<file path="config.mk">
export PLATFORM = sky130hd
export DESIGN_NAME = ring_stack_with_overwrite_core
export DESIGN_NICKNAME = d
export VERILOG_FILES = /design/src/hdl/rsw_pkg.sv /design/src/hdl/rsw_ram.sv /design/src/hdl/rsw_ctrl.sv /design/src/hdl/rsw_dp.sv /design/src/hdl/ring_stack_with_overwrite_core.sv
export SDC_FILE = /design/constraint.sdc
export NUM_CORES = 1
export LEC_CHECK = 0
export BUFFER_PORTS_ARGS = -buffer_cell sky130_fd_sc_hd__buf_2
export CAP_MARGIN = 20
export CELL_PAD_IN_SITES_DETAIL_PLACEMENT = 1
export CELL_PAD_IN_SITES_GLOBAL_PLACEMENT = 1
export CORE_UTILIZATION = 40
export CTS_CLUSTER_DIAMETER = 50
export CTS_CLUSTER_SIZE = 40
export DETAILED_ROUTE_END_ITERATION = 8
export PLACE_DENSITY = 0.6
export SLEW_MARGIN = 5
export SYNTH_ARGS = -nofsm -noshare
export SYNTH_HDL_FRONTEND = slang
export SYNTH_HIERARCHICAL = 1
export SYNTH_SLANG_ARGS = --single-unit
</file>
<file path="constraint.sdc">
create_clock -name clk -period 9.95 [get_ports clk]
set_input_delay 0.4975 -clock clk [delete_from_list [all_inputs] [get_ports clk]]
set_output_delay 0.4975 -clock clk [all_outputs]
set_load 0.05 [all_outputs]
</file>
<file path="src/hdl/rsw_pkg.sv">
// shared types, field widths and operation codes for the ring stack
`default_nettype none

package rsw_pkg;

	localparam int MAX_DEPTH_DEF  = 16;
	localparam int DATA_WIDTH_DEF = 32;

	localparam int FUNC_W  = 2;
	localparam int WORD_W  = 32;
	localparam int COUNT_W = 5;
	localparam int INDEX_W = 4;

	localparam logic [FUNC_W-1:0] FUNC_PUSH = 2'd0;
	localparam logic [FUNC_W-1:0] FUNC_POP  = 2'd1;
	localparam logic [FUNC_W-1:0] FUNC_READ = 2'd2;

	typedef struct packed {
		logic [FUNC_W-1:0]  func;
		logic [WORD_W-1:0]  push_data;
		logic               overwrite;
		logic [INDEX_W-1:0] read_index;
	} req_t;

	typedef struct packed {
		logic               ok;
		logic [WORD_W-1:0]  read_data;
		logic [COUNT_W-1:0] held_now;
		logic               is_empty;
		logic               is_full;
	} rsp_t;

	typedef struct packed {
		logic clear;
		logic accept;
		logic load;
	} dp_cmd_t;

	typedef struct packed {
		logic clear_last;
	} dp_sts_t;

endpackage

`default_nettype wire

</file>
<file path="src/hdl/rsw_ram.sv">
// generic single write port, single read port ram with registered read
`default_nettype none

module rsw_ram #(
	parameter int WIDTH = rsw_pkg::DATA_WIDTH_DEF,
	parameter int DEPTH = rsw_pkg::MAX_DEPTH_DEF
) (
	input  wire logic                     clk,
	input  wire logic                     we,
	input  wire logic [$clog2(DEPTH)-1:0] waddr,
	input  wire logic [WIDTH-1:0]         wdata,
	input  wire logic [$clog2(DEPTH)-1:0] raddr,
	output logic      [WIDTH-1:0]         rdata
);

	logic [WIDTH-1:0] mem [DEPTH];
	logic [WIDTH-1:0] rdata_q;

	always_ff @(posedge clk) begin
		if (we) begin
			mem[waddr] <= wdata;
		end
		rdata_q <= mem[raddr];
	end

	assign rdata = rdata_q;

endmodule

`default_nettype wire

</file>
<file path="src/hdl/rsw_ctrl.sv">
// controller: clearing pass, request acceptance and response register handshake
`default_nettype none

module rsw_ctrl (
	input  wire logic             clk,
	input  wire logic             arst_n,
	input  wire logic             req_valid,
	output logic                  req_stall,
	output logic                  rsp_valid,
	input  wire logic             rsp_stall,
	output rsw_pkg::dp_cmd_t      cmd,
	input  wire rsw_pkg::dp_sts_t sts
);

	typedef enum logic [1:0] {
		ST_CLEAR,
		ST_IDLE,
		ST_RESP
	} state_t;

	state_t state_q;
	logic   rsp_valid_q;
	logic   can_take;
	logic   accept;

	assign can_take  = (state_q == ST_IDLE) && (!rsp_valid_q || !rsp_stall);
	assign accept    = req_valid && can_take;
	assign req_stall = !can_take;
	assign rsp_valid = rsp_valid_q;

	always_comb begin
		cmd        = '0;
		cmd.clear  = (state_q == ST_CLEAR);
		cmd.accept = accept;
		cmd.load   = (state_q == ST_RESP);
	end

	always_ff @(posedge clk or negedge arst_n) begin
		if (!arst_n) begin
			state_q     <= ST_CLEAR;
			rsp_valid_q <= 1'b0;
		end else begin
			if (rsp_valid_q && !rsp_stall) begin
				rsp_valid_q <= 1'b0;
			end
			unique case (state_q)
				ST_CLEAR: begin
					if (sts.clear_last) begin
						state_q <= ST_IDLE;
					end
				end
				ST_IDLE: begin
					if (accept) begin
						state_q <= ST_RESP;
					end
				end
				ST_RESP: begin
					rsp_valid_q <= 1'b1;
					state_q     <= ST_IDLE;
				end
				default: begin
					state_q <= ST_CLEAR;
				end
			endcase
		end
	end

endmodule

`default_nettype wire

</file>
<file path="src/hdl/rsw_dp.sv">
// datapath: pointers, held count, capacity register, entry store and response register
`default_nettype none

module rsw_dp #(
	parameter int MAX_DEPTH  = rsw_pkg::MAX_DEPTH_DEF,
	parameter int DATA_WIDTH = rsw_pkg::DATA_WIDTH_DEF
) (
	input  wire logic                        clk,
	input  wire logic                        arst_n,
	input  wire rsw_pkg::dp_cmd_t            cmd,
	output rsw_pkg::dp_sts_t                 sts,
	input  wire rsw_pkg::req_t               req,
	output rsw_pkg::rsp_t                    rsp,
	input  wire logic                        cfg_we,
	input  wire logic [rsw_pkg::COUNT_W-1:0] cfg_data
);

	localparam int CNT_W = $clog2(MAX_DEPTH + 1);
	localparam int PTR_W = $clog2(MAX_DEPTH);
	localparam int SUM_W = ((CNT_W > rsw_pkg::INDEX_W) ? CNT_W : rsw_pkg::INDEX_W) + 1;

	logic [CNT_W-1:0] cap_q;
	logic [PTR_W-1:0] top_q;
	logic [CNT_W-1:0] held_q;
	logic [PTR_W-1:0] clr_q;

	logic             ok_s1;
	logic             use_rd_s1;
	logic [CNT_W-1:0] held_s1;
	logic             empty_s1;
	logic             full_s1;
	rsw_pkg::rsp_t    rsp_q;

	logic [CNT_W-1:0] cap_clamp;
	logic             full;
	logic             empty;
	logic [CNT_W-1:0] top_inc;
	logic [PTR_W-1:0] top_push;
	logic [CNT_W-1:0] cap_m1;
	logic [PTR_W-1:0] top_pop;
	logic [SUM_W-1:0] ridx_w;
	logic [SUM_W-1:0] cap_w;
	logic             idx_ok;
	logic [SUM_W-1:0] first_raw;
	logic [SUM_W-1:0] first_slot;
	logic [SUM_W-1:0] pos_raw;
	logic [SUM_W-1:0] pos;

	logic             ok;
	logic             use_rd;
	logic [CNT_W-1:0] held_nx;
	logic [PTR_W-1:0] top_nx;

	logic                  ram_we;
	logic [PTR_W-1:0]      ram_waddr;
	logic [DATA_WIDTH-1:0] ram_wdata;
	logic [PTR_W-1:0]      ram_raddr;
	logic [DATA_WIDTH-1:0] ram_rdata;

	// capacity clamp into 1 .. MAX_DEPTH
	always_comb begin
		if (cfg_data == '0) begin
			cap_clamp = CNT_W'(1);
		end else if (32'(cfg_data) > 32'(MAX_DEPTH)) begin
			cap_clamp = CNT_W'(MAX_DEPTH);
		end else begin
			cap_clamp = CNT_W'(cfg_data);
		end
	end

	assign full  = (held_q >= cap_q);
	assign empty = (held_q == '0);

	assign top_inc  = CNT_W'(top_q) + CNT_W'(1);
	assign top_push = (top_inc >= cap_q) ? '0 : top_inc[PTR_W-1:0];
	assign cap_m1   = cap_q - CNT_W'(1);
	assign top_pop  = (top_q == '0) ? cap_m1[PTR_W-1:0] : top_q - PTR_W'(1);

	// position counted from the oldest entry, wrapped twice at most
	assign ridx_w     = SUM_W'(req.read_index);
	assign cap_w      = SUM_W'(cap_q);
	assign idx_ok     = (ridx_w < cap_w);
	assign first_raw  = SUM_W'(top_q) + cap_w - SUM_W'(held_q);
	assign first_slot = (first_raw >= cap_w) ? first_raw - cap_w : first_raw;
	assign pos_raw    = first_slot + ridx_w;
	assign pos        = (pos_raw >= cap_w) ? pos_raw - cap_w : pos_raw;

	always_comb begin
		ok        = 1'b0;
		use_rd    = 1'b0;
		held_nx   = held_q;
		top_nx    = top_q;
		ram_we    = 1'b0;
		ram_waddr = top_q;
		ram_wdata = DATA_WIDTH'(req.push_data);
		ram_raddr = top_pop;
		case (req.func)
			rsw_pkg::FUNC_PUSH: begin
				ok = !full || req.overwrite;
				if (ok) begin
					ram_we  = cmd.accept;
					held_nx = full ? held_q : held_q + CNT_W'(1);
					top_nx  = top_push;
				end
			end
			rsw_pkg::FUNC_POP: begin
				ok     = !empty;
				use_rd = ok;
				if (ok) begin
					held_nx = held_q - CNT_W'(1);
					top_nx  = top_pop;
				end
			end
			rsw_pkg::FUNC_READ: begin
				ok        = idx_ok;
				use_rd    = ok;
				ram_raddr = pos[PTR_W-1:0];
			end
			default: begin
				ok = 1'b0;
			end
		endcase
		if (cmd.clear) begin
			ram_we    = 1'b1;
			ram_waddr = clr_q;
			ram_wdata = '0;
		end
	end

	always_ff @(posedge clk or negedge arst_n) begin
		if (!arst_n) begin
			cap_q  <= CNT_W'(MAX_DEPTH);
			top_q  <= '0;
			held_q <= '0;
			clr_q  <= '0;
		end else begin
			if (cmd.clear) begin
				clr_q <= clr_q + PTR_W'(1);
			end
			if (cfg_we && empty) begin
				cap_q <= cap_clamp;
				top_q <= '0;
			end else if (cmd.accept) begin
				held_q <= held_nx;
				top_q  <= top_nx;
			end
		end
	end

	always_ff @(posedge clk) begin
		if (cmd.accept) begin
			ok_s1     <= ok;
			use_rd_s1 <= use_rd;
			held_s1   <= held_nx;
			empty_s1  <= (held_nx == '0);
			full_s1   <= (held_nx >= cap_q);
		end
		if (cmd.load) begin
			rsp_q.ok        <= ok_s1;
			rsp_q.read_data <= use_rd_s1 ? rsw_pkg::WORD_W'(ram_rdata) : '0;
			rsp_q.held_now  <= rsw_pkg::COUNT_W'(held_s1);
			rsp_q.is_empty  <= empty_s1;
			rsp_q.is_full   <= full_s1;
		end
	end

	assign rsp            = rsp_q;
	assign sts.clear_last = (clr_q == PTR_W'(MAX_DEPTH - 1));

	rsw_ram #(
		.WIDTH(DATA_WIDTH),
		.DEPTH(MAX_DEPTH)
	) u_store (
		.clk  (clk),
		.we   (ram_we),
		.waddr(ram_waddr),
		.wdata(ram_wdata),
		.raddr(ram_raddr),
		.rdata(ram_rdata)
	);

endmodule

`default_nettype wire

</file>
<file path="src/hdl/ring_stack_with_overwrite_core.sv">
// top level of the circular last-in-first-out stack with overwrite of the oldest entry
//
// Each request is a push, a pop or a read at an index counted from the oldest entry, and
// gives exactly one response carrying ok, the read word, the held count and the empty and
// full flags. A request first updates the pointers and addresses the entry store, then the
// store's registered read is loaded into the response register; the controller sets this,
// so no new request is accepted before the last one's response is registered, nor while
// a waiting response is stalled. After reset the store is cleared to zero, one entry a cycle,
// and no request is accepted until every entry is cleared; capacity writes are taken
// at any time but only change the capacity while the stack is empty.
`default_nettype none

module ring_stack_with_overwrite_core #(
	parameter int MAX_DEPTH  = rsw_pkg::MAX_DEPTH_DEF,
	parameter int DATA_WIDTH = rsw_pkg::DATA_WIDTH_DEF
) (
	input  wire logic                        clk,
	input  wire logic                        arst_n,
	input  wire logic                        req_valid,
	output logic                             req_stall,
	input  wire rsw_pkg::req_t               req,
	output logic                             rsp_valid,
	input  wire logic                        rsp_stall,
	output rsw_pkg::rsp_t                    rsp,
	input  wire logic                        cfg_valid,
	output logic                             cfg_ready,
	input  wire logic [rsw_pkg::COUNT_W-1:0] cfg_data
);

	rsw_pkg::dp_cmd_t cmd;
	rsw_pkg::dp_sts_t sts;

	assign cfg_ready = 1'b1;

	rsw_ctrl u_ctrl (
		.clk      (clk),
		.arst_n   (arst_n),
		.req_valid(req_valid),
		.req_stall(req_stall),
		.rsp_valid(rsp_valid),
		.rsp_stall(rsp_stall),
		.cmd      (cmd),
		.sts      (sts)
	);

	rsw_dp #(
		.MAX_DEPTH (MAX_DEPTH),
		.DATA_WIDTH(DATA_WIDTH)
	) u_dp (
		.clk     (clk),
		.arst_n  (arst_n),
		.cmd     (cmd),
		.sts     (sts),
		.req     (req),
		.rsp     (rsp),
		.cfg_we  (cfg_valid && cfg_ready),
		.cfg_data(cfg_data)
	);

endmodule

`default_nettype wire
</file>
==> results by group <==
Worst setup path
  • Arr. time, crit path: 8690 ps
  • CP max FO: 34
  • Crit. End Element: flip-flop
  • Worst path max stage delay: 660 ps
  • Slowest-stage cell, CP: a221o_4
  • Most used cell, CP: a21oi_1
  • CP Class: reg2reg
  • Worst setup SP type: flip-flop
  • Critical Path RT: 10420 ps

Logic synthesis
  • Syn Inst Count: 1325
  • Synth Area in Simple Gates: 4.89%
  • Syn_nets: 1430
  • Seq/Total Area, Yosys: 72.8%
  • Avg Inst Size Synth: 18.7 um2
  • Ys async rst share: 3.42%
  • Yosys reg bits: 614
  • Synth Area in Compound Gates: 4.72%
  • Mapped Area: 24700 um2
  • Synth Area in XOR/XNOR: 0.743%
  • Mux contribution to synthesized area: 12.0%
  • Synthesized-area fraction occupied by adder cells: 3.04%
  • Synthesis Warnings: 6
  • Top FF cell, synth: edfxtp_1
  • Largest family of logic cells by synthesized area: multiplexers
  • Post-synth EDFFs: 561
  • Post-synth cell types: 66

Finish
  • Synth-to-Final Area Change: 15.8%
  • # diodes: 0
  • Filler Cell Count: 5634
  • Most common cell after layout, fill and taps aside: edfxtp_1
  • Sequential Area: 18000 um2
  • Most frequent cells in the layout: edfxtp_1 (561), mux4_2 (128), buf_2 (91)
  • Share of layout cells above drive strength 1: 26.9%
  • # nets final: 1561
  • Area taken by multi-input logic gates: 6450 um2

CTS
  • TritonCTS clock tree: done
  • H-tree Lvls: 3
  • CTS Buffer Depth: 3
  • Hold buffers post-CTS: 1
  • Resized cells post-CTS: 0
  • Clock-pin slew on the worst setup and hold paths: 60 ps
  • CTS sink cnt: 614
  • Skew-Pair Late Insertion Delay: 630 ps
  • Post-CTS Setup Bufs: 0
  • CTS Buf Count: 68
  • Root Buffer: clkbuf_16

Drt
  • Total Wirelength: 60800 um
  • DRC violations left: 0
  • Iteration count of the initial detailed-routing pass: 4
  • Routed vias/inst: 5.58
  • Via count: 12802
  • DRT iter0 DRCs: 946
  • WL/cell: 26.5 um
  • Detail Route Antenna Nets: 0

STA
  • Final Max Tran Viols: 0
  • Worst-margin pin slew: 1130 ps
  • Fin crit share: 82.6%
  • RSZ-0062 raised after global routing: false
  • Setup TNS Final: 0 ps
  • Max transition margin: 24.8%
  • Final-report hold violation count: 0
  • Post-Route Skew: 44.9 ps
  • Final setup fails: 0
  • Max frequency: 0.122 GHz
  • Post-route minimum period: 8220 ps

GRT
  • GRT Residual Overflow: 0
  • Global-route wire length before repair: 90000 um
  • Largest net degree at the start of global routing: 129
  • Initial antenna violation count: 2
  • Vias in the first global route: 13710
  • GRT Resource Usage Total: 19.8%

Run status
  • Status: complete, no violations

Floorplan
  • Initial core utilization: 40.8%
  • Core area: 60700 um2
  • FP Rows: 90
  • Die area: 62800 um2
  • I/O pin count: 92
  • Die width: 251 um
  • Die H: 251 um

Placed design
  • GPL Wtd Cong: 0.783
  • Port Buffer Count: 90
  • Final HPWL DP: 32300 um

Run
  • Max cap viols: 0

Min path
  • Hold Path Class: in2reg
==> final cells by class <==
type / count / area share [%]
flip-flops and latches: 614 / 62.9
clock inverters: 48 / 1.98
inverters: 37 / 0.485
clock buffers: 78 / 6.25
repair buffers: 122 / 2.50
multi-input cells: 613 / 22.5
well taps: 782 / 3.41
==> metrics by stage <==
step / instance area (um2) / utilization, % / worst slack (ps) / hold WS [ps] / std cells
after global placement: 26300 / 43.3 / 1900 / 404 / 2164
after CTS: 28600 / 47.2 / 1630 / 106 / 2291
after global routing: 28700 / 47.2 / 960 / 137 / 2294
after floorplan: 24700 / - / 3260 / 202 / 1325
after detailed placement: 26300 / 43.3 / 1700 / 408 / 2164
final: 28700 / 47.2 / 1730 / 148 / 2294
==> state kept, by name (all words and copies together) (netlist names), 2 cells and up <==
signal,flops
u_ctrl/state_q,2
u_dp/cap_q,5
u_dp/clr_q,4
u_dp/held_q,5
u_dp/held_s1,5
u_dp/rsp,40
u_dp/top_q,4
u_dp/u_store/mem,512
u_dp/u_store/rdata,32
==> cell usage after synthesis (3+ instances only) <==
cell	n	area, um2
edfxtp_1	561	16800
dfxtp_1	32	641
buf_4	13	97.6
xnor2_1	11	96.3
nand2b_1	19	119
nor4_1	3	18.8
xor2_1	10	87.6
a21o_1	11	82.6
and2_1	34	213
nor2b_1	39	244
buf_2	4	20.0
ha_1	49	613
clkbuf_1	33	124
nand3_1	6	30.0
mux4_2	128	2880
nand2_1	66	248
fa_1	7	140
a21oi_1	27	135
a22oi_1	68	510
buf_1	9	33.8
inv_1	37	139
o211ai_1	4	30.0
nor2_1	35	131
dfrtp_1	20	500
o21ai_0	24	120
a211o_1	3	26.3
and3_1	3	18.8
nor3_1	10	50.1
mux2_2	6	67.6
==> cells by family after synthesis <==
kind of cell / Yosys count
adders and majority gates: 56
DFF: 614
other: 1
buffers and inverters: 98
AOI/OAI and AO/OA: 167
muxes: 136
xor gates and xnor gates: 21
and+or+nand+nor: 232
==> critical path: cells and delay by family, from the launching register on <==
kind,cells,cell delay (ps)
compound gates,13,2790
xor+xnor,2,350
fa+ha+maj,6,2220
buf+inv,5,1040
flops,1,470
mux,1,580
simple gates,4,610
==> worst paths after layout <==
| check | startpoint | endpoint | slack [ps] | depth (start not counted) |
|---|---|---|---|---|
| max | u_dp/cap_q[1]$_DFFE_PN0P_ | u_dp/u_store/rdata[1]$_DFF_P_ | 1730 | 31 |
| min | cfg_data[4] | u_dp/cap_q[0]$_DFFE_PN0P_ | 150 | 2 |
| max reg2reg | u_dp/cap_q[1]$_DFFE_PN0P_ | u_dp/u_store/rdata[1]$_DFF_P_ | 1730 | 31 |
| min reg2reg | u_dp/held_s1[2]$_DFFE_PP_ | u_dp/rsp[4]$_DFFE_PP_ | 420 | 0 |
| max in group asynchronous | arst_n | u_dp/held_q[2]$_DFFE_PN0P_ | 9120 | 2 |
| min in group asynchronous | arst_n | u_dp/top_q[0]$_DFFE_PN0P_ | 430 | 2 |
==> routing by layer <==
layer	part of all wire (%)	up-vias	GRT usage [%]	routed length, um
li1	-	5558	-	-
met1	46	6877	27.7	27900
met2	48	265	31.9	29200
met3	3.7	102	3.28	2230
met4	2.2	0	5.63	1360
met5	0	-	0	0
Power is left out: the tool's default activity adds up to more than one toggle a clock period on the data nets, which glitch-free logic cannot reach.
